==> config.mk <==
export PLATFORM = sky130hd
export DESIGN_NAME = ajb_queue
export DESIGN_NICKNAME = d
export VERILOG_FILES = /design/src/rtl/core/ajb_pkg.sv /design/src/rtl/core/ajb_queue.sv
export SDC_FILE = /design/constraint.sdc
export NUM_CORES = 1
export LEC_CHECK = 0
export BUFFER_PORTS_ARGS = -buffer_cell sky130_fd_sc_hd__buf_4
export CORE_AREA = 2 2 159 161
export CTS_BUF_LIST = sky130_fd_sc_hd__clkbuf_4
export DETAILED_ROUTE_END_ITERATION = 10
export DIE_AREA = 0 0 161 163
export PLACE_DENSITY_LB_ADDON = 0.1
export SLEW_MARGIN = 5
export SYNTH_ARGS = -nofsm -noshare
export SYNTH_HDL_FRONTEND = slang
export SYNTH_SLANG_ARGS = --single-unit
==> constraint.sdc <==
create_clock -name clock -period 5.1 [get_ports clock]
set_input_delay 0 -clock clock [delete_from_list [all_inputs] [get_ports clock]]
set_output_delay 0 -clock clock [all_outputs]
set_load 0.02 [all_outputs]
==> src/rtl/core/ajb_pkg.sv <==
// ----------------------------------------------------------------------------
// ajb_pkg
// Shared types, constants and pointer helpers for the audio jitter buffer.
// ----------------------------------------------------------------------------
`default_nettype none

package ajb_pkg;

   localparam int RING_DEPTH  = 4096;
   localparam int PTR_W       = $clog2(RING_DEPTH);
   localparam int FILL_W      = 12;
   localparam int CMP_W       = (PTR_W > FILL_W) ? PTR_W : FILL_W;
   localparam int SMP_W       = 16;
   localparam int FRAME_W     = 10;
   localparam int QUEUE_DEPTH = 4;
   localparam int QPTR_W      = $clog2(QUEUE_DEPTH);
   localparam int QCNT_W      = $clog2(QUEUE_DEPTH + 1);
   localparam int CSR_AW      = 3;
   localparam int CSR_DW      = 32;

   localparam logic [PTR_W-1:0]   LAST_PTR  = PTR_W'(RING_DEPTH - 1);
   localparam logic [PTR_W-1:0]   DEPTH_PTR = PTR_W'(RING_DEPTH);
   localparam logic [FILL_W-1:0]  FILL_MAX  = '1;

   localparam logic [FILL_W-1:0]  PRIME_LEVEL_RST = 12'd2880;
   localparam logic [FRAME_W-1:0] FRAME_MAX_RST   = 10'd960;

   localparam logic [1:0] MODE_PUSH  = 2'd0;
   localparam logic [1:0] MODE_PULL  = 2'd1;
   localparam logic [1:0] MODE_CLEAR = 2'd2;

   localparam logic REG_PRIME_LEVEL = 1'b0;
   localparam logic REG_FRAME_MAX   = 1'b1;

   typedef enum logic [1:0] {
      OP_NONE,
      OP_WRITE,
      OP_READ
   } op_kind_type;

   typedef struct packed {
      logic [1:0]              mode;
      logic signed [SMP_W-1:0] sample;
      logic                    frame_start;
      logic [FILL_W-1:0]       frame_len;
   } req_type;

   typedef struct packed {
      logic signed [SMP_W-1:0] out_sample;
      logic                    accepted;
      logic                    padded;
      logic                    frame_last;
      logic [FILL_W-1:0]       fill_level;
   } rsp_type;

   typedef struct packed {
      op_kind_type             kind;
      logic [PTR_W-1:0]        addr;
      logic signed [SMP_W-1:0] wdata;
      logic                    accepted;
      logic                    padded;
      logic                    frame_last;
      logic [FILL_W-1:0]       fill_level;
   } op_type;

   function automatic logic [PTR_W-1:0] ring_fill(input logic [PTR_W-1:0] wp,
                                                  input logic [PTR_W-1:0] rp);
      logic [PTR_W-1:0] res;
      if (wp >= rp) begin
         res = wp - rp;
      end else begin
         res = wp + DEPTH_PTR - rp;
      end
      return res;
   endfunction

   function automatic logic [PTR_W-1:0] ring_next(input logic [PTR_W-1:0] p);
      logic [PTR_W-1:0] res;
      if (p == LAST_PTR) begin
         res = '0;
      end else begin
         res = p + PTR_W'(1);
      end
      return res;
   endfunction

   function automatic logic [FILL_W-1:0] sat_fill(input logic [PTR_W-1:0] f);
      logic [PTR_W+FILL_W-1:0] wide;
      logic [FILL_W-1:0]       res;
      wide = (PTR_W+FILL_W)'(f);
      if (wide > (PTR_W+FILL_W)'(FILL_MAX)) begin
         res = FILL_MAX;
      end else begin
         res = wide[FILL_W-1:0];
      end
      return res;
   endfunction

endpackage

`default_nettype wire

==> src/rtl/core/ajb_queue.sv <==
// ----------------------------------------------------------------------------
// ajb_queue
// Short register queue of ring operations between front and back.
// ----------------------------------------------------------------------------
`default_nettype none

module ajb_queue (
   input  wire logic            clock,
   input  wire logic            reset,
   input  wire logic            push,
   input  wire ajb_pkg::op_type push_op,
   output logic                 full,
   input  wire logic            pop,
   output logic                 not_empty,
   output ajb_pkg::op_type      head_op
);
   import ajb_pkg::*;

   op_type             slot_ff [QUEUE_DEPTH];
   logic [QPTR_W-1:0]  wr_ff, wr_in;
   logic [QPTR_W-1:0]  rd_ff, rd_in;
   logic [QCNT_W-1:0]  cnt_ff, cnt_in;
   logic               do_pop;

   assign full      = (cnt_ff == QCNT_W'(QUEUE_DEPTH));
   assign not_empty = (cnt_ff != '0);
   assign head_op   = slot_ff[rd_ff];
   assign do_pop    = pop && not_empty;

   always_comb begin
      wr_in  = push ? ((wr_ff == QPTR_W'(QUEUE_DEPTH - 1)) ? '0 : wr_ff + QPTR_W'(1)) : wr_ff;
      rd_in  = do_pop ? ((rd_ff == QPTR_W'(QUEUE_DEPTH - 1)) ? '0 : rd_ff + QPTR_W'(1))
                      : rd_ff;
      cnt_in = cnt_ff + QCNT_W'(push) - QCNT_W'(do_pop);
   end

   always_ff @(posedge clock) begin
      if (push) begin
         slot_ff[wr_ff] <= push_op;
      end
   end

   always_ff @(posedge clock) begin
      if (reset) begin
         wr_ff  <= '0;
         rd_ff  <= '0;
         cnt_ff <= '0;
      end else begin
         wr_ff  <= wr_in;
         rd_ff  <= rd_in;
         cnt_ff <= cnt_in;
      end
   end

   a_no_overflow: assert property (@(posedge clock) disable iff (reset)
      push |-> !full)
      else $error("push into full queue");

   a_count_bound: assert property (@(posedge clock) disable iff (reset)
      cnt_ff <= QCNT_W'(QUEUE_DEPTH))
      else $error("queue count out of range");

endmodule

`default_nettype wire

; ---- Yosys cells after proc, flatten, opt, wreduce, memory -nomap -nowiden
; Memories as Yosys holds them, arrays and structs flattened. A register that Yosys moved wholly into a read port is not among the register bits.
; Cells that the tools add are included.
[op_classes]
n_addsub = 4
eq_ne = 3
n_mux = 6
reduce_logical = 2
[op_table]
columns = cell, n
row1 = $mux W2, 4
row2 = $add A2 B1 Y2 const B, 2
row3 = $eq A2 B2 Y1 const B, 2
row4 = $add A3 B1 Y3, 1
row5 = $eq A3 B3 Y1 const B, 1
row6 = $reduce_bool A3 Y1, 1
row7 = $sub A3 B1 Y3, 1
row8 = $mux W1, 2
row9 = $logic_and A1 B1 Y1, 1
[totals]
out_inout_bits = 47
reg_bits = 7
mem_bits_rw = 180
mem_count = 1
[memory_table]
columns = name, words, width, read_ports, rd_ports_with_merged_regs, wr, line
row1 = slot_ff, 4, 45, 1, 1, 1, ajb_queue.sv:19  ; op_type slot_ff [QUEUE_DEPTH];

; ---- Longest topological paths before layout
[depth]
depth_word = 4
ltp_mapped = 6
mapped_depth_nobuf = 6

; ---- Worst setup path before layout
; OpenSTA, ideal clock, no wires.
[synth_path]
path_kind = reg-to-reg
startpoint = reg wr_ff[0]
endpoint = mem slot_ff[2][0] in the netlist's numbering, enable pin
setup_slack_ns = 3.075
path_stages_with_launch = 4
n_path_buf = 0
period_less_slack_ns = 2.025
t_arrival_ns = 1.618
cell_sequence = dfxtp_1 inv_1 ha_1 and2_1
[synth_rtl]
columns = element, line
row1 = start: declaration, ajb_queue.sv:20  ; logic [QPTR_W-1:0] wr_ff, wr_in;
row2 = start signal: assignment, ajb_queue.sv:49  ; wr_ff <= wr_in;
row3 = end: declaration, ajb_queue.sv:19
; No word-level cell before the write port.

==> impl_metrics.tcl <==
set metrics [dict create \
    final_area_um2 8870 \
    met2_length_mm 7.05 \
    via_per_inst 4.17 \
    initial_core_util 0.286 \
    yosys_register_bits 189 \
    final_net_count 495 \
    routed_wl_mm 13.4 \
    timing.critical_path.to_type "primary output" \
    pwr-share-seq 0.554 \
    cts_tree "built" \
    rsz0062_at_grt "no" \
    total_leakage_power_nw 2.96 \
    port-buffer-count 95 \
    synth.largest_area_cell "sky130_fd_sc_hd__edfxtp_1" \
    ant_nets 0 \
    critical_path_class "reg2out" \
    htree_num_levels 4 \
    worst_clock_skew_ns 0.0154 \
    critical_path.cell_chain "mux4_1, buf_4" \
    cts_hold_repair.buffers 49 \
    cell_internal_pwr_w 0.00241 \
    power.density_cell_area_nw_per_um2 383 \
    drt_first_pass_iters 4 \
    drt-initial-drc-count 195 \
    power.net_switching_w 0.000985 \
    report.final.hold_viol_count 0 \
    worst-path-max-fanout 45 \
    startpoint_type "flip-flop" \
    tightestPinTransition_ns 0.967 \
    vias_in_the_first_global_route 3580 \
    final.setup.tns_ns 0 \
    clk_root_buffer_cell "sky130_fd_sc_hd__clkbuf_4" \
    synth_nets 337 \
    synth.area.top_cells "sky130_fd_sc_hd__edfxtp_1, sky130_fd_sc_hd__mux4_2, sky130_fd_sc_hd__dfxtp_1" \
    cts.repair_timing.setup_buffer_count 0 \
    worst_setup_hold_path_clk_slew_ns 0.16 \
    grt_start_max_net_pins 46 \
    clk-insertion-delay-late_ns 0.54 \
    mostFrequentLayoutCell "sky130_fd_sc_hd__edfxtp_1" \
    global_route.usage.total 0.106 \
    height_of_the_die_um 163 \
    cts_repair_resize_count 0 \
    whs_endpoint "slot_ff[1][5]" \
    yosysWarningCount 0 \
    worst_hold_path.num_cells 2 \
    top_library_cells_by_usage_in_the_layout_fill_and_taps_aside "sky130_fd_sc_hd__edfxtp_1, sky130_fd_sc_hd__buf_4, sky130_fd_sc_hd__dlygate4sd3_1" \
    post_synth_instance_area_um2 7050 \
    p_comb_frac 0.228 \
    floorplan.rows 58 \
    worst_rel_slew_slack 0.355 \
    gpl_congestion 0.625 \
    cts.path.max_buffers 2 \
    drt-met1-wl_mm 5.80 \
    synth_seq_area_share 0.792 \
    grt_antenna_before_repair 1 \
    design.die.area_um2 26200 \
    route.top_layer_used "met4" \
    numClockSinks 189 \
    die-width_um 161 \
    r2r-start "cnt_ff[1]" \
    outcome "complete, no violations" \
    synth_top_cell_area_share 0.767 \
    placed_area_um2 8110 \
    power.ir.vdd_worst_v 0.000142 \
    max-cap-violations 0 \
    num_io_pins 96 \
    globalRouteOverflowTotal 0 \
    final-instance-count-excl-fill 785 \
    reg2reg_slack_ns 2.97 \
    routedWlPerCell_um 17.1 \
    fmax_mhz 403 \
    dr_wl_met3_um 483 \
    drv_slew 0 \
    areaGrowthSynthToFinish_pct 25.8 \
    clock_period_minus_worst_slack_ns 2.48 \
    critical_path.slowest_cell "sky130_fd_sc_hd__dfxtp_4" \
    detailroute.via_count 3275 \
    cp_data_arrival_time_ns 2.48 \
    min-delay-start "push_op[5]" \
    power_frac_clock 0.218 \
    post-route-drc-count 0 \
    grt_pass1_wl_mm 20.3 \
    place_hpwl_mm 7.91 \
    synth_cell_types 24 \
    switching_share 0.290 \
    finalSetupViolCount 0 \
    crit_path_max_incr_delay_ns 1.03 \
    synth_area_per_cell_um2 25.1 \
    fill_cells 2365 \
    dp_cells 701 \
    design.core.area_um2 24700 \
    syn_inst 281 \
    worst-r2r-cell-count 6 \
    fin_crit_sh 0.487 \
    numCtsBuffers 17 \
    critPathRequiredTime_ns 5.10 \
    critical_register_to_register_path_endpoint "cnt_ff[2]" \
    layout-drive-gt1-share 0.403 \
    min_path_type "in2reg" \
]
[worst max path at each step]
| stage | start | end | slack [ns] | depth (start not counted) |
|---|---|---|---|---|
| 2_1_floorplan | wr_ff[0] | slot_ff[2][0] | 3.07 | 3 |
| 3_5_place_dp | cnt_ff[0] | cnt_ff[2] | 2.98 | 6 |
| 5_1_grt | flip-flop | head_op[36] | 2.35 | 2 |
| 4_1_cts | flip-flop | head_op[36] | 2.45 | 2 |
| 3_3_place_gp | cnt_ff[0] | cnt_ff[2] | 3.04 | 6 |
| 6_report | flip-flop | head_op[36] | 2.62 | 2 |
[logic make-up after synthesis]
kind of cell / share of synthesized area
adder cells (fa/ha/maj): 0.0135
AND/OR/NAND/NOR: 0.0147
XOR/XNOR: 0.00337
buffers and inverters: 0.0186
multiplexers: 0.155
flip-flops: 0.792
AO/OA/AOI/OAI: 0.00195
[metal layers]
layer,vias up,GRT usage
met1,1712,0.126
met2,55,0.187
met4,0,0.0304
met5,-,0
li1,1504,-
met3,4,0.0331
[cell usage after synthesis]
master	count
sky130_fd_sc_hd__edfxtp_1	180
sky130_fd_sc_hd__dfxtp_1	9
sky130_fd_sc_hd__buf_6	1
sky130_fd_sc_hd__nor2_1	2
sky130_fd_sc_hd__or3_1	1
sky130_fd_sc_hd__ha_1	6
sky130_fd_sc_hd__a21oi_1	1
sky130_fd_sc_hd__clkbuf_2	1
sky130_fd_sc_hd__buf_12	4
sky130_fd_sc_hd__mux2i_1	3
sky130_fd_sc_hd__nor3_1	1
sky130_fd_sc_hd__buf_2	4
sky130_fd_sc_hd__mux4_1	5
sky130_fd_sc_hd__nand2b_1	4
sky130_fd_sc_hd__fa_1	1
sky130_fd_sc_hd__and2_1	4
sky130_fd_sc_hd__inv_1	4
sky130_fd_sc_hd__mux4_2	40
sky130_fd_sc_hd__nor2b_1	3
sky130_fd_sc_hd__o31a_1	1
sky130_fd_sc_hd__xor3_1	1
sky130_fd_sc_hd__nor3b_1	1
sky130_fd_sc_hd__mux2_2	3
sky130_fd_sc_hd__or3b_2	1
[power groups by stage]
stage,Combinational (W),Clock [W],Sequential [W]
floorplan,0.000578,0,0.00183
global placement,0.000755,0,0.00193
detailed placement,0.000759,0,0.00193
CTS,0.000796,0.000780,0.00189
global route,0.000827,0.000839,0.00191
finish,0.000776,0.000739,0.00188
[cell type report]
class	count	area, um2	area share
Antenna cell	3	7.51	0.000847
Inverter	4	15.0	0.00169
Sequential cell	189	5590	0.630
Clock inverter	15	135	0.0152
Clock buffer	17	128	0.0144
Tap cell	330	413	0.0466
Timing Repair Buffer	149	1240	0.140
Multi-Input combinational cell	78	1340	0.151
[sequential cells by signal, indices dropped and copies added (netlist names), named ones only]
| register | cells |
|---|---|
| wr_ff | 2 |
| cnt_ff | 3 |
| slot_ff | 180 |
| rd_ff | 2 |
[per-stage QoR]
| stage | total power (W) | worst slack (ns) | hold slack, ns | utilization |
|---|---|---|---|---|
| floorplan | 0.00241 | 3.07 | 0.0691 | - |
| global placement | 0.00268 | 3.04 | 0.200 | 0.329 |
| detailed placement | 0.00269 | 2.98 | 0.203 | 0.329 |
| CTS | 0.00347 | 2.45 | 0.111 | 0.359 |
| global route | 0.00357 | 2.35 | 0.106 | 0.359 |
| finish | 0.00340 | 2.62 | 0.187 | 0.359 |
[worst max-delay path, delay by kind of cell (launching register included)]
kind	cells	cell delay, ns
flip-flops	1	1.03
multiplexers	1	0.71
buffers and inverters	1	0.19
Power figures use the tool's default switching activity.
