===== config.mk =====
export PLATFORM = sky130hd
export DESIGN_NAME = ajb_front
export DESIGN_NICKNAME = d
export VERILOG_FILES = /design/src/rtl/core/ajb_pkg.sv /design/src/rtl/core/ajb_front.sv
export SDC_FILE = /design/constraint.sdc
export NUM_CORES = 1
export LEC_CHECK = 0
export ABC_AREA = 1
export ABC_CLOCK_PERIOD_IN_PS = 14050
export BUFFER_PORTS_ARGS = -buffer_cell sky130_fd_sc_hd__buf_2
export CAP_MARGIN = 30
export CORE_MARGIN = 10
export CORE_UTILIZATION = 62
export DETAILED_ROUTE_END_ITERATION = 7
export PLACE_DENSITY = 0.94
export SYNTH_ARGS = -nofsm -noshare
export SYNTH_HDL_FRONTEND = slang
export SYNTH_SLANG_ARGS = --single-unit

===== constraint.sdc =====
create_clock -name clock -period 14.05 [get_ports clock]
set_clock_uncertainty 0.15 [all_clocks]
set_input_delay 2.1075 -clock clock [delete_from_list [all_inputs] [get_ports clock]]
set_output_delay 2.1075 -clock clock [all_outputs]
set_load 0.005 [all_outputs]

===== src/rtl/core/ajb_pkg.sv =====
// ----------------------------------------------------------------------------
// ajb_pkg
// Shared types, constants and pointer helpers for the audio jitter buffer.
// ----------------------------------------------------------------------------
`default_nettype none

package ajb_pkg;

   localparam int RING_DEPTH  = 4096;
   localparam int PTR_W       = $clog2(RING_DEPTH);
   localparam int FILL_W      = 12;
   localparam int CMP_W       = (PTR_W > FILL_W) ? PTR_W : FILL_W;
   localparam int SMP_W       = 16;
   localparam int FRAME_W     = 10;
   localparam int QUEUE_DEPTH = 4;
   localparam int QPTR_W      = $clog2(QUEUE_DEPTH);
   localparam int QCNT_W      = $clog2(QUEUE_DEPTH + 1);
   localparam int CSR_AW      = 3;
   localparam int CSR_DW      = 32;

   localparam logic [PTR_W-1:0]   LAST_PTR  = PTR_W'(RING_DEPTH - 1);
   localparam logic [PTR_W-1:0]   DEPTH_PTR = PTR_W'(RING_DEPTH);
   localparam logic [FILL_W-1:0]  FILL_MAX  = '1;

   localparam logic [FILL_W-1:0]  PRIME_LEVEL_RST = 12'd2880;
   localparam logic [FRAME_W-1:0] FRAME_MAX_RST   = 10'd960;

   localparam logic [1:0] MODE_PUSH  = 2'd0;
   localparam logic [1:0] MODE_PULL  = 2'd1;
   localparam logic [1:0] MODE_CLEAR = 2'd2;

   localparam logic REG_PRIME_LEVEL = 1'b0;
   localparam logic REG_FRAME_MAX   = 1'b1;

   typedef enum logic [1:0] {
      OP_NONE,
      OP_WRITE,
      OP_READ
   } op_kind_type;

   typedef struct packed {
      logic [1:0]              mode;
      logic signed [SMP_W-1:0] sample;
      logic                    frame_start;
      logic [FILL_W-1:0]       frame_len;
   } req_type;

   typedef struct packed {
      logic signed [SMP_W-1:0] out_sample;
      logic                    accepted;
      logic                    padded;
      logic                    frame_last;
      logic [FILL_W-1:0]       fill_level;
   } rsp_type;

   typedef struct packed {
      op_kind_type             kind;
      logic [PTR_W-1:0]        addr;
      logic signed [SMP_W-1:0] wdata;
      logic                    accepted;
      logic                    padded;
      logic                    frame_last;
      logic [FILL_W-1:0]       fill_level;
   } op_type;

   function automatic logic [PTR_W-1:0] ring_fill(input logic [PTR_W-1:0] wp,
                                                  input logic [PTR_W-1:0] rp);
      logic [PTR_W-1:0] res;
      if (wp >= rp) begin
         res = wp - rp;
      end else begin
         res = wp + DEPTH_PTR - rp;
      end
      return res;
   endfunction

   function automatic logic [PTR_W-1:0] ring_next(input logic [PTR_W-1:0] p);
      logic [PTR_W-1:0] res;
      if (p == LAST_PTR) begin
         res = '0;
      end else begin
         res = p + PTR_W'(1);
      end
      return res;
   endfunction

   function automatic logic [FILL_W-1:0] sat_fill(input logic [PTR_W-1:0] f);
      logic [PTR_W+FILL_W-1:0] wide;
      logic [FILL_W-1:0]       res;
      wide = (PTR_W+FILL_W)'(f);
      if (wide > (PTR_W+FILL_W)'(FILL_MAX)) begin
         res = FILL_MAX;
      end else begin
         res = wide[FILL_W-1:0];
      end
      return res;
   endfunction

endpackage

`default_nettype wire


===== src/rtl/core/ajb_front.sv =====
// ----------------------------------------------------------------------------
// ajb_front
// Accepts items, keeps pointers, priming and frame state, holds the
// configuration registers and issues one queue operation per accepted item.
// ----------------------------------------------------------------------------
`default_nettype none

module ajb_front (
   input  wire logic                          clock,
   input  wire logic                          reset,
   input  wire logic                          req_valid,
   output logic                               req_stall,
   input  wire ajb_pkg::req_type              req_payload,
   input  wire logic                          csr_psel,
   input  wire logic                          csr_penable,
   input  wire logic                          csr_pwrite,
   input  wire logic [ajb_pkg::CSR_AW-1:0]    csr_paddr,
   input  wire logic [ajb_pkg::CSR_DW-1:0]    csr_pwdata,
   output logic [ajb_pkg::CSR_DW-1:0]         csr_prdata,
   output logic                               csr_pready,
   input  wire logic                          q_full,
   output logic                               q_push,
   output ajb_pkg::op_type                    q_op
);
   import ajb_pkg::*;

   logic [PTR_W-1:0]   wp_ff, wp_in;
   logic [PTR_W-1:0]   rp_ff, rp_in;
   logic               primed_ff, primed_in;
   logic [FRAME_W-1:0] grant_ff, grant_in;
   logic [FRAME_W-1:0] size_ff, size_in;
   logic [FRAME_W-1:0] pos_ff, pos_in;
   logic [FILL_W-1:0]  prime_level_ff;
   logic [FRAME_W-1:0] frame_max_ff;

   logic               accept;
   logic               csr_write;
   logic [PTR_W-1:0]   fill_cur;
   logic [CMP_W-1:0]   have_ext;
   logic [FRAME_W-1:0] fm;
   logic [FILL_W-1:0]  len_req;
   logic [FRAME_W-1:0] len_clamped;
   logic [FRAME_W-1:0] grant_new;
   logic               primed_now;

   assign req_stall  = q_full;
   assign accept     = req_valid && !q_full;
   assign csr_pready = 1'b1;
   assign csr_write  = csr_psel && csr_penable && csr_pwrite;
   assign fill_cur   = ring_fill(wp_ff, rp_ff);
   assign have_ext   = CMP_W'(fill_cur);

   always_comb begin
      if (csr_paddr[2] == REG_FRAME_MAX) begin
         csr_prdata = CSR_DW'(frame_max_ff);
      end else begin
         csr_prdata = CSR_DW'(prime_level_ff);
      end
   end

   always_comb begin
      fm          = (frame_max_ff == '0) ? FRAME_W'(1) : frame_max_ff;
      len_req     = (req_payload.frame_len == '0) ? FILL_W'(1) : req_payload.frame_len;
      len_clamped = (len_req > FILL_W'(fm)) ? fm : len_req[FRAME_W-1:0];
      primed_now  = primed_ff || (have_ext >= CMP_W'(prime_level_ff));
      if (have_ext < CMP_W'(len_clamped)) begin
         grant_new = have_ext[FRAME_W-1:0];
      end else begin
         grant_new = len_clamped;
      end
   end

   always_comb begin
      logic [FRAME_W-1:0] g;
      logic [FRAME_W-1:0] s;
      logic [FRAME_W-1:0] p;
      logic               pr;
      wp_in     = wp_ff;
      rp_in     = rp_ff;
      primed_in = primed_ff;
      grant_in  = grant_ff;
      size_in   = size_ff;
      pos_in    = pos_ff;
      g         = grant_ff;
      s         = size_ff;
      p         = pos_ff;
      pr        = primed_ff;
      q_op            = '0;
      q_op.kind       = OP_NONE;
      q_op.addr       = wp_ff;
      q_op.wdata      = req_payload.sample;
      case (req_payload.mode)
         MODE_PUSH: begin
            if (fill_cur != LAST_PTR) begin
               wp_in         = ring_next(wp_ff);
               q_op.kind     = OP_WRITE;
               q_op.accepted = 1'b1;
            end
         end
         MODE_PULL: begin
            if (req_payload.frame_start) begin
               if (primed_now) begin
                  g  = grant_new;
                  pr = (grant_new >= len_clamped);
               end else begin
                  g  = '0;
                  pr = 1'b0;
               end
               s = len_clamped;
               p = '0;
            end
            if (p < s) begin
               if (p < g && fill_cur != '0) begin
                  rp_in     = ring_next(rp_ff);
                  q_op.kind = OP_READ;
                  q_op.addr = rp_ff;
               end else begin
                  q_op.padded = 1'b1;
               end
               q_op.frame_last = (p + FRAME_W'(1) == s);
               p = p + FRAME_W'(1);
            end else begin
               q_op.padded = 1'b1;
            end
            grant_in  = g;
            size_in   = s;
            pos_in    = p;
            primed_in = pr;
         end
         MODE_CLEAR: begin
            rp_in     = wp_ff;
            primed_in = 1'b0;
            if (grant_ff > pos_ff) begin
               grant_in = pos_ff;
            end
         end
         default: begin
         end
      endcase
      q_op.fill_level = sat_fill(ring_fill(wp_in, rp_in));
      q_push          = accept;
   end

   always_ff @(posedge clock) begin
      if (reset) begin
         wp_ff          <= '0;
         rp_ff          <= '0;
         primed_ff      <= 1'b0;
         grant_ff       <= '0;
         size_ff        <= '0;
         pos_ff         <= '0;
         prime_level_ff <= PRIME_LEVEL_RST;
         frame_max_ff   <= FRAME_MAX_RST;
      end else begin
         if (accept) begin
            wp_ff     <= wp_in;
            rp_ff     <= rp_in;
            primed_ff <= primed_in;
            grant_ff  <= grant_in;
            size_ff   <= size_in;
            pos_ff    <= pos_in;
         end
         if (csr_write) begin
            if (csr_paddr[2] == REG_PRIME_LEVEL) begin
               prime_level_ff <= csr_pwdata[FILL_W-1:0];
            end else begin
               frame_max_ff <= csr_pwdata[FRAME_W-1:0];
            end
         end
      end
   end

   a_fill_bound: assert property (@(posedge clock) disable iff (reset)
      fill_cur <= LAST_PTR)
      else $error("ring holds more than its capacity");

   a_pos_bound: assert property (@(posedge clock) disable iff (reset)
      pos_ff <= size_ff)
      else $error("frame position beyond frame size");

   a_grant_bound: assert property (@(posedge clock) disable iff (reset)
      grant_ff <= size_ff)
      else $error("frame grant beyond frame size");

endmodule

`default_nettype wire


; ---- Yosys cells after proc, flatten, opt, wreduce, memory -nomap -nowiden
; Cells that the tools add are included.
[word_totals]
register_bits = 77
latch_bits = 0
ramBits = 0
romBits = 0
out_inout_bits = 80
wordCells = 81
mem_count = 0
[op_classes]
add_sub_neg = 5
n_mul = 0
n_div = 0
magnitude_cmp = 7
eq_ne = 8
shift = 0
n_mux = 36
bitwise = 1
n_reduce_logical = 16
[op_table]
columns = operator, n
row1 = $mux 10, 12
row2 = $mux 12, 9
row3 = $mux 14, 2
row4 = $add 12x1->12 const B, 2
row5 = $eq 12x12->1 const B, 2
row6 = $pmux 12 s2, 1
row7 = $sub 12x12->12, 2
row8 = $lt 10x10->1, 2
row9 = $pmux 10 s2, 1
row10 = $ge 12x12->1, 1
row11 = $gt 12x10->1, 1
row12 = $logic_not 12->1, 1
row13 = $lt 12x10->1, 1
row14 = $ne 12x12->1 const B, 1
row15 = $reduce_bool 12->1, 1
row16 = $add 10x1->10 const B, 1
row17 = $eq 10x10->1, 1
row18 = $ge 10x10->1, 1
row19 = $gt 10x10->1, 1
row20 = $logic_not 10->1, 1
row21 = $mux 1, 8
row22 = $reduce_and 2->1, 3
row23 = $reduce_and 3->1, 2
row24 = $logic_and 1x1->1, 4
row25 = 11 further kinds, 12

; ---- Depth between registers and ports, before layout
[depth]
word_depth = 15
mapped_depth = 59
mapped_depth_nobuf = 57

; ---- Worst setup path after synthesis
; No wires, ideal clock.
[synth_path]
path_kind = input -> output
startpoint = in req_payload[11] (netlist bit)
endpoint = out q_op[10] (netlist bit)
t_arrival_ns = 8.328
path_slack_ns = 3.465
cell_stages = 56
n_path_buf = 3
path_cell_list = nor2_2 > inv_1 > nor3_1 > a21oi_1 > ha_1 > inv_1 > nand2_1 > nand2_1 > nand2_1 > nand2_1 > nand2_1 > nand3_2 > nand2_4 > buf_2 > o21ai_0 > inv_1 > ha_1 > nand2_1 > [... 20 more ...] > nand2_1 > inv_1 > ha_1 > a21oi_1 > o21ai_0 > a21oi_1 > inv_1 > a21oi_1 > inv_1 > nand2_1 > inv_1 > nor2_1 > inv_1 > a21oi_1 > nor2_1 > o21ai_0 > nand2_1 > xor2_1
[synth_lines]
columns = element, line_no
row1 = start: declaration, ajb_front.sv:13  ; input wire ajb_pkg::req_type req_payload,
row2 = end: declaration, ajb_front.sv:23  ; output ajb_pkg::op_type q_op

==> flow_results.org <==
** Clocking
- Post-CTS repair changed the size of 0 cells.
- In this run the deepest clock path goes through 2 buffers.
- Total clock sinks :: 77
- After clock tree synthesis, the setup repair step added 0 buffers.
- CTS HTree Levels :: 3
- CTS tree :: yes
- The number of hold buffers added after CTS was 0.
- The tree is rooted in a sky130_fd_sc_hd__clkbuf_16.
- After clock tree synthesis, the clock-pin slew on the worst setup and hold paths is 60 ps.
- The number of clock buffers added by TritonCTS is 9.
- Clock latency on the worst-skew pair :: 360 ps

** Synthesis
- Synth warnings :: 0
- Synth Area per Inst :: 6.397 sq um
- By area the synthesized netlist is led by sky130_fd_sc_hd__dfxtp_1 19%, sky130_fd_sc_hd__ha_1 15%, sky130_fd_sc_hd__nand2_1 11%.
- The synthesized design contains 77 register bits.
- In the synthesized netlist, the number of instances is 1265.
- Total standard cell area after synthesis :: 8093 sq um
- Unique masters post-synth :: 53
- Cell taking the most area after synthesis :: sky130_fd_sc_hd__dfxtp_1
- The share of synthesized area in the top cell type comes to 0.1905.
- The most used flip-flop cell after synthesis is sky130_fd_sc_hd__dfxtp_1.
- Async set-or-reset flop fraction in the synthesized netlist :: 0
- The share of the Yosys chip area taken by registers is 0.1905.
- Number of enable-type register cells in the synthesized netlist :: 0

** Worst setup path
- The worst setup path is launched from an input pin.
- The critical path is of the in2out type.
- The worst setup path is captured at an output port.
- Family with the most delay on the worst path :: compound AO/OA/AOI/OAI gates
- Maximum cell stage delay along the critical path :: 540 ps
- The critical path contains buffers and inverters numbering 12 combined.
- In this run the worst path has a maximum fanout of 31.
- Cell seen most often among critical-path stages :: sky130_fd_sc_hd__nand2_1
- For this design, the slowest cell found on the critical path is sky130_fd_sc_hd__nor4_4.
- Endpoint arrival time on the critical path :: 10060 ps
- Data required time at the worst endpoint :: 11790 ps

** Detailed routing
- DRC violations left :: 0
- The pre-antenna-repair detailed-routing pass consisted of 6 iterations.
- In the final routed layout, each cell accounts on average for 14.77 um.
- Detailed-route wire length :: 21600 um
- Total vias in the final route :: 8205
- After the first detailed-routing iteration, the DRC count stood at 640.
- Via-per-instance ratio :: 5.608
- ANT nets after route :: 0

** Pwr
- In this run the power density over the cells is 99.37 nW/um^2.
- Pleak :: 0.004302 uW
- The worst-case IR drop observed on VDD is 0.00006434 V.

** Floorplanning
- Die boundary height :: 134.3 um
- After floorplanning, the core was divided into 41 placement rows.
- The total area inside the core boundary comes to 12720 sq um.
- Die area :: 18020 sq um
- During I/O placement, the number of pins put on the boundary was 153.
- In this run the horizontal extent of the chip is 134.3 um.
- Effective utilization at floorplan :: 0.6361

** Placement
- Final RePlAce weighted congestion :: 0.9696
- Cell count after placement :: 1447
- Number of port buffers :: 77
- The HPWL after detailed placement is 16540 um.

** STA
- Of the available clock period, the critical path in the final layout requires 0.8765.
- Fin Setup TNS :: 0 ps
- Pins Over Slew Limit :: 0
- For this run, the top clock speed supported by timing is 0.08120 GHz.
- Worst slew slack as a fraction of its limit :: 0.3801
- Setup repair after global routing left no endpoint under its margin.
- After layout, the minimum clock period comes to 12310 ps.
- Number of failing setup endpoints in the final timing report :: 0
- Worst-margin pin slew :: 928.8 ps
- The final-report hold violation count was 0.

** Global routing
- Global routing finished with a remaining overflow of 0.
- Global-route wire length before repair :: 35960 um
- Via count of the first global-routing pass :: 7820
- The number of antenna violations at the first check in global routing was 0.
- Largest net degree at the start of global routing :: 52
- In the global route stage, overall resource usage came out at 0.2369.

** Cells and area
- The area growth from synthesis to layout is 6.293%.
- At the end of the flow, the number of nets in the layout was 1459.
- Number of diodes added for antenna fixing :: 0
- Count of non-filler cells in the finished layout :: 1463
- Of the cells placed in the final design, the portion with a size suffix greater than 1 is 0.1092.

** Job
- The tool flagged a number of max-cap violations equal to 0.

** Status
- Status :: finished, final reports clean

** Worst hold path
- In this run the worst hold path is classified as reg2reg.
## kinds of logic after synthesis
group                      after synthesis  share of synthesized area
AOI/OAI and AO/OA                      312                     0.2104
xor gates and xnor gates                36                    0.03989
adders and majority gates              100                     0.1565
buffers and inverters                  298                     0.1599
DFF                                     77                     0.1905
other                                    2                  0.0009280
and+or+nand+nor                        440                     0.2420
## power by group
group          switching (uW)  internal (uW)  total (uW)  leakage (uW)
registers                9.11            227         236      0.000627
logic                     231            132         364       0.00352
clock network             102            153         255      0.000151
## cell usage in the layout, fill, tap and decap left out, drive strengths merged, types with 2 or more instances in the layout
master      n
nand2     256
inv       207
a21oi     136
o21ai     136
ha         98
nor2       86
buf        81
dfxtp      77
nand3      39
xor2       26
nor3       24
conb       21
nand4      17
clkbuf     12
o211ai     10
xnor2      10
a211oi      6
nand3b      6
nor4        6
a22o        5
o2111ai     3
o22ai       3
a31o        3
nor3b       3
clkinv      2
a21o        2
o21bai      2
and2        2
a221oi      2
fa          2
clkinvlp    2
## final timing paths
check / from / end / slack (ps) / cells past startpoint
max reg2reg: frame_max_ff[7]$_SDFFE_PP1P_ / rp_ff[1]$_SDFFE_PP0P_ / 7610 / 39
min: pos_ff[9]$_SDFFE_PP0P_ / pos_ff[9]$_SDFFE_PP0P_ / 320 / 2
max: req_payload[11] / q_op[10] / 1740 / 55
min reg2reg: pos_ff[9]$_SDFFE_PP0P_ / pos_ff[9]$_SDFFE_PP0P_ / 320 / 2
## cell type report
type | instances | area (sq um)
inverter | 208 | 780.7
tap | 172 | 215.2
clock inverter | 4 | 53.80
fill | 1067 | 4120
timing repair buffer | 81 | 415.4
clock buffer | 12 | 266.5
multi-input combinational | 909 | 5329
sequential | 77 | 1541
## worst reg2reg max path: cells and delay by family, from the launching register on
| family | cells | cell delay, ps |
|---|---|---|
| AOI/OAI and AO/OA | 8 | 1720 |
| adders and majority gates | 3 | 750 |
| buffers and inverters | 7 | 850 |
| DFF | 1 | 330 |
| and+or+nand+nor | 21 | 2550 |
## per-stage QoR
step | hold slack, ps | instance area, sq um | worst slack (ps) | utilization | power [uW]
6_report | 318.1 | 8602 | 1735 | 0.6761 | 854.8
2_1_floorplan | 290.4 | 8164 | 3465 | - | 513.4
4_1_cts | 320.9 | 8602 | 1839 | 0.6761 | 850.7
3_3_place_gp | 300.9 | 8282 | 2118 | 0.6510 | 584.0
5_1_grt | 336.2 | 8602 | 761.4 | 0.6761 | 916.3
3_5_place_dp | 312.1 | 8282 | 1927 | 0.6510 | 595.9
## cells in the mapped netlist, drive strengths merged, types with 5 or more instances
cell type / n
a211oi: 6
a21oi: 136
a22o: 5
buf: 48
clkbuf: 42
dfxtp: 77
ha: 98
inv: 206
nand2: 256
nand3: 39
nand3b: 6
nand4: 17
nor2: 86
nor3: 24
nor4: 6
o211ai: 10
o21ai: 136
xnor2: 10
xor2: 26
## registers in the layout, summed over array words and instances (netlist names)
| signal | flops |
|---|---|
| rp_ff | 12 |
| primed_ff | 1 |
| pos_ff | 10 |
| grant_ff | 10 |
| wp_ff | 12 |
| prime_level_ff | 12 |
| size_ff | 10 |
| frame_max_ff | 10 |
## routing by layer
| layer | GRT usage | part of all wire | wire, um | vias up |
|---|---|---|---|---|
| li1 | - | - | - | 4122 |
| met1 | 0.2763 | 0.42 | 9049 | 3688 |
| met2 | 0.4077 | 0.49 | 10510 | 341 |
| met3 | 0.05414 | 0.065 | 1405 | 54 |
| met4 | 0.09674 | 0.030 | 639 | 0 |
| met5 | 0 | 0 | 0 | - |
Note: power is estimated with default switching activity, not from simulation.
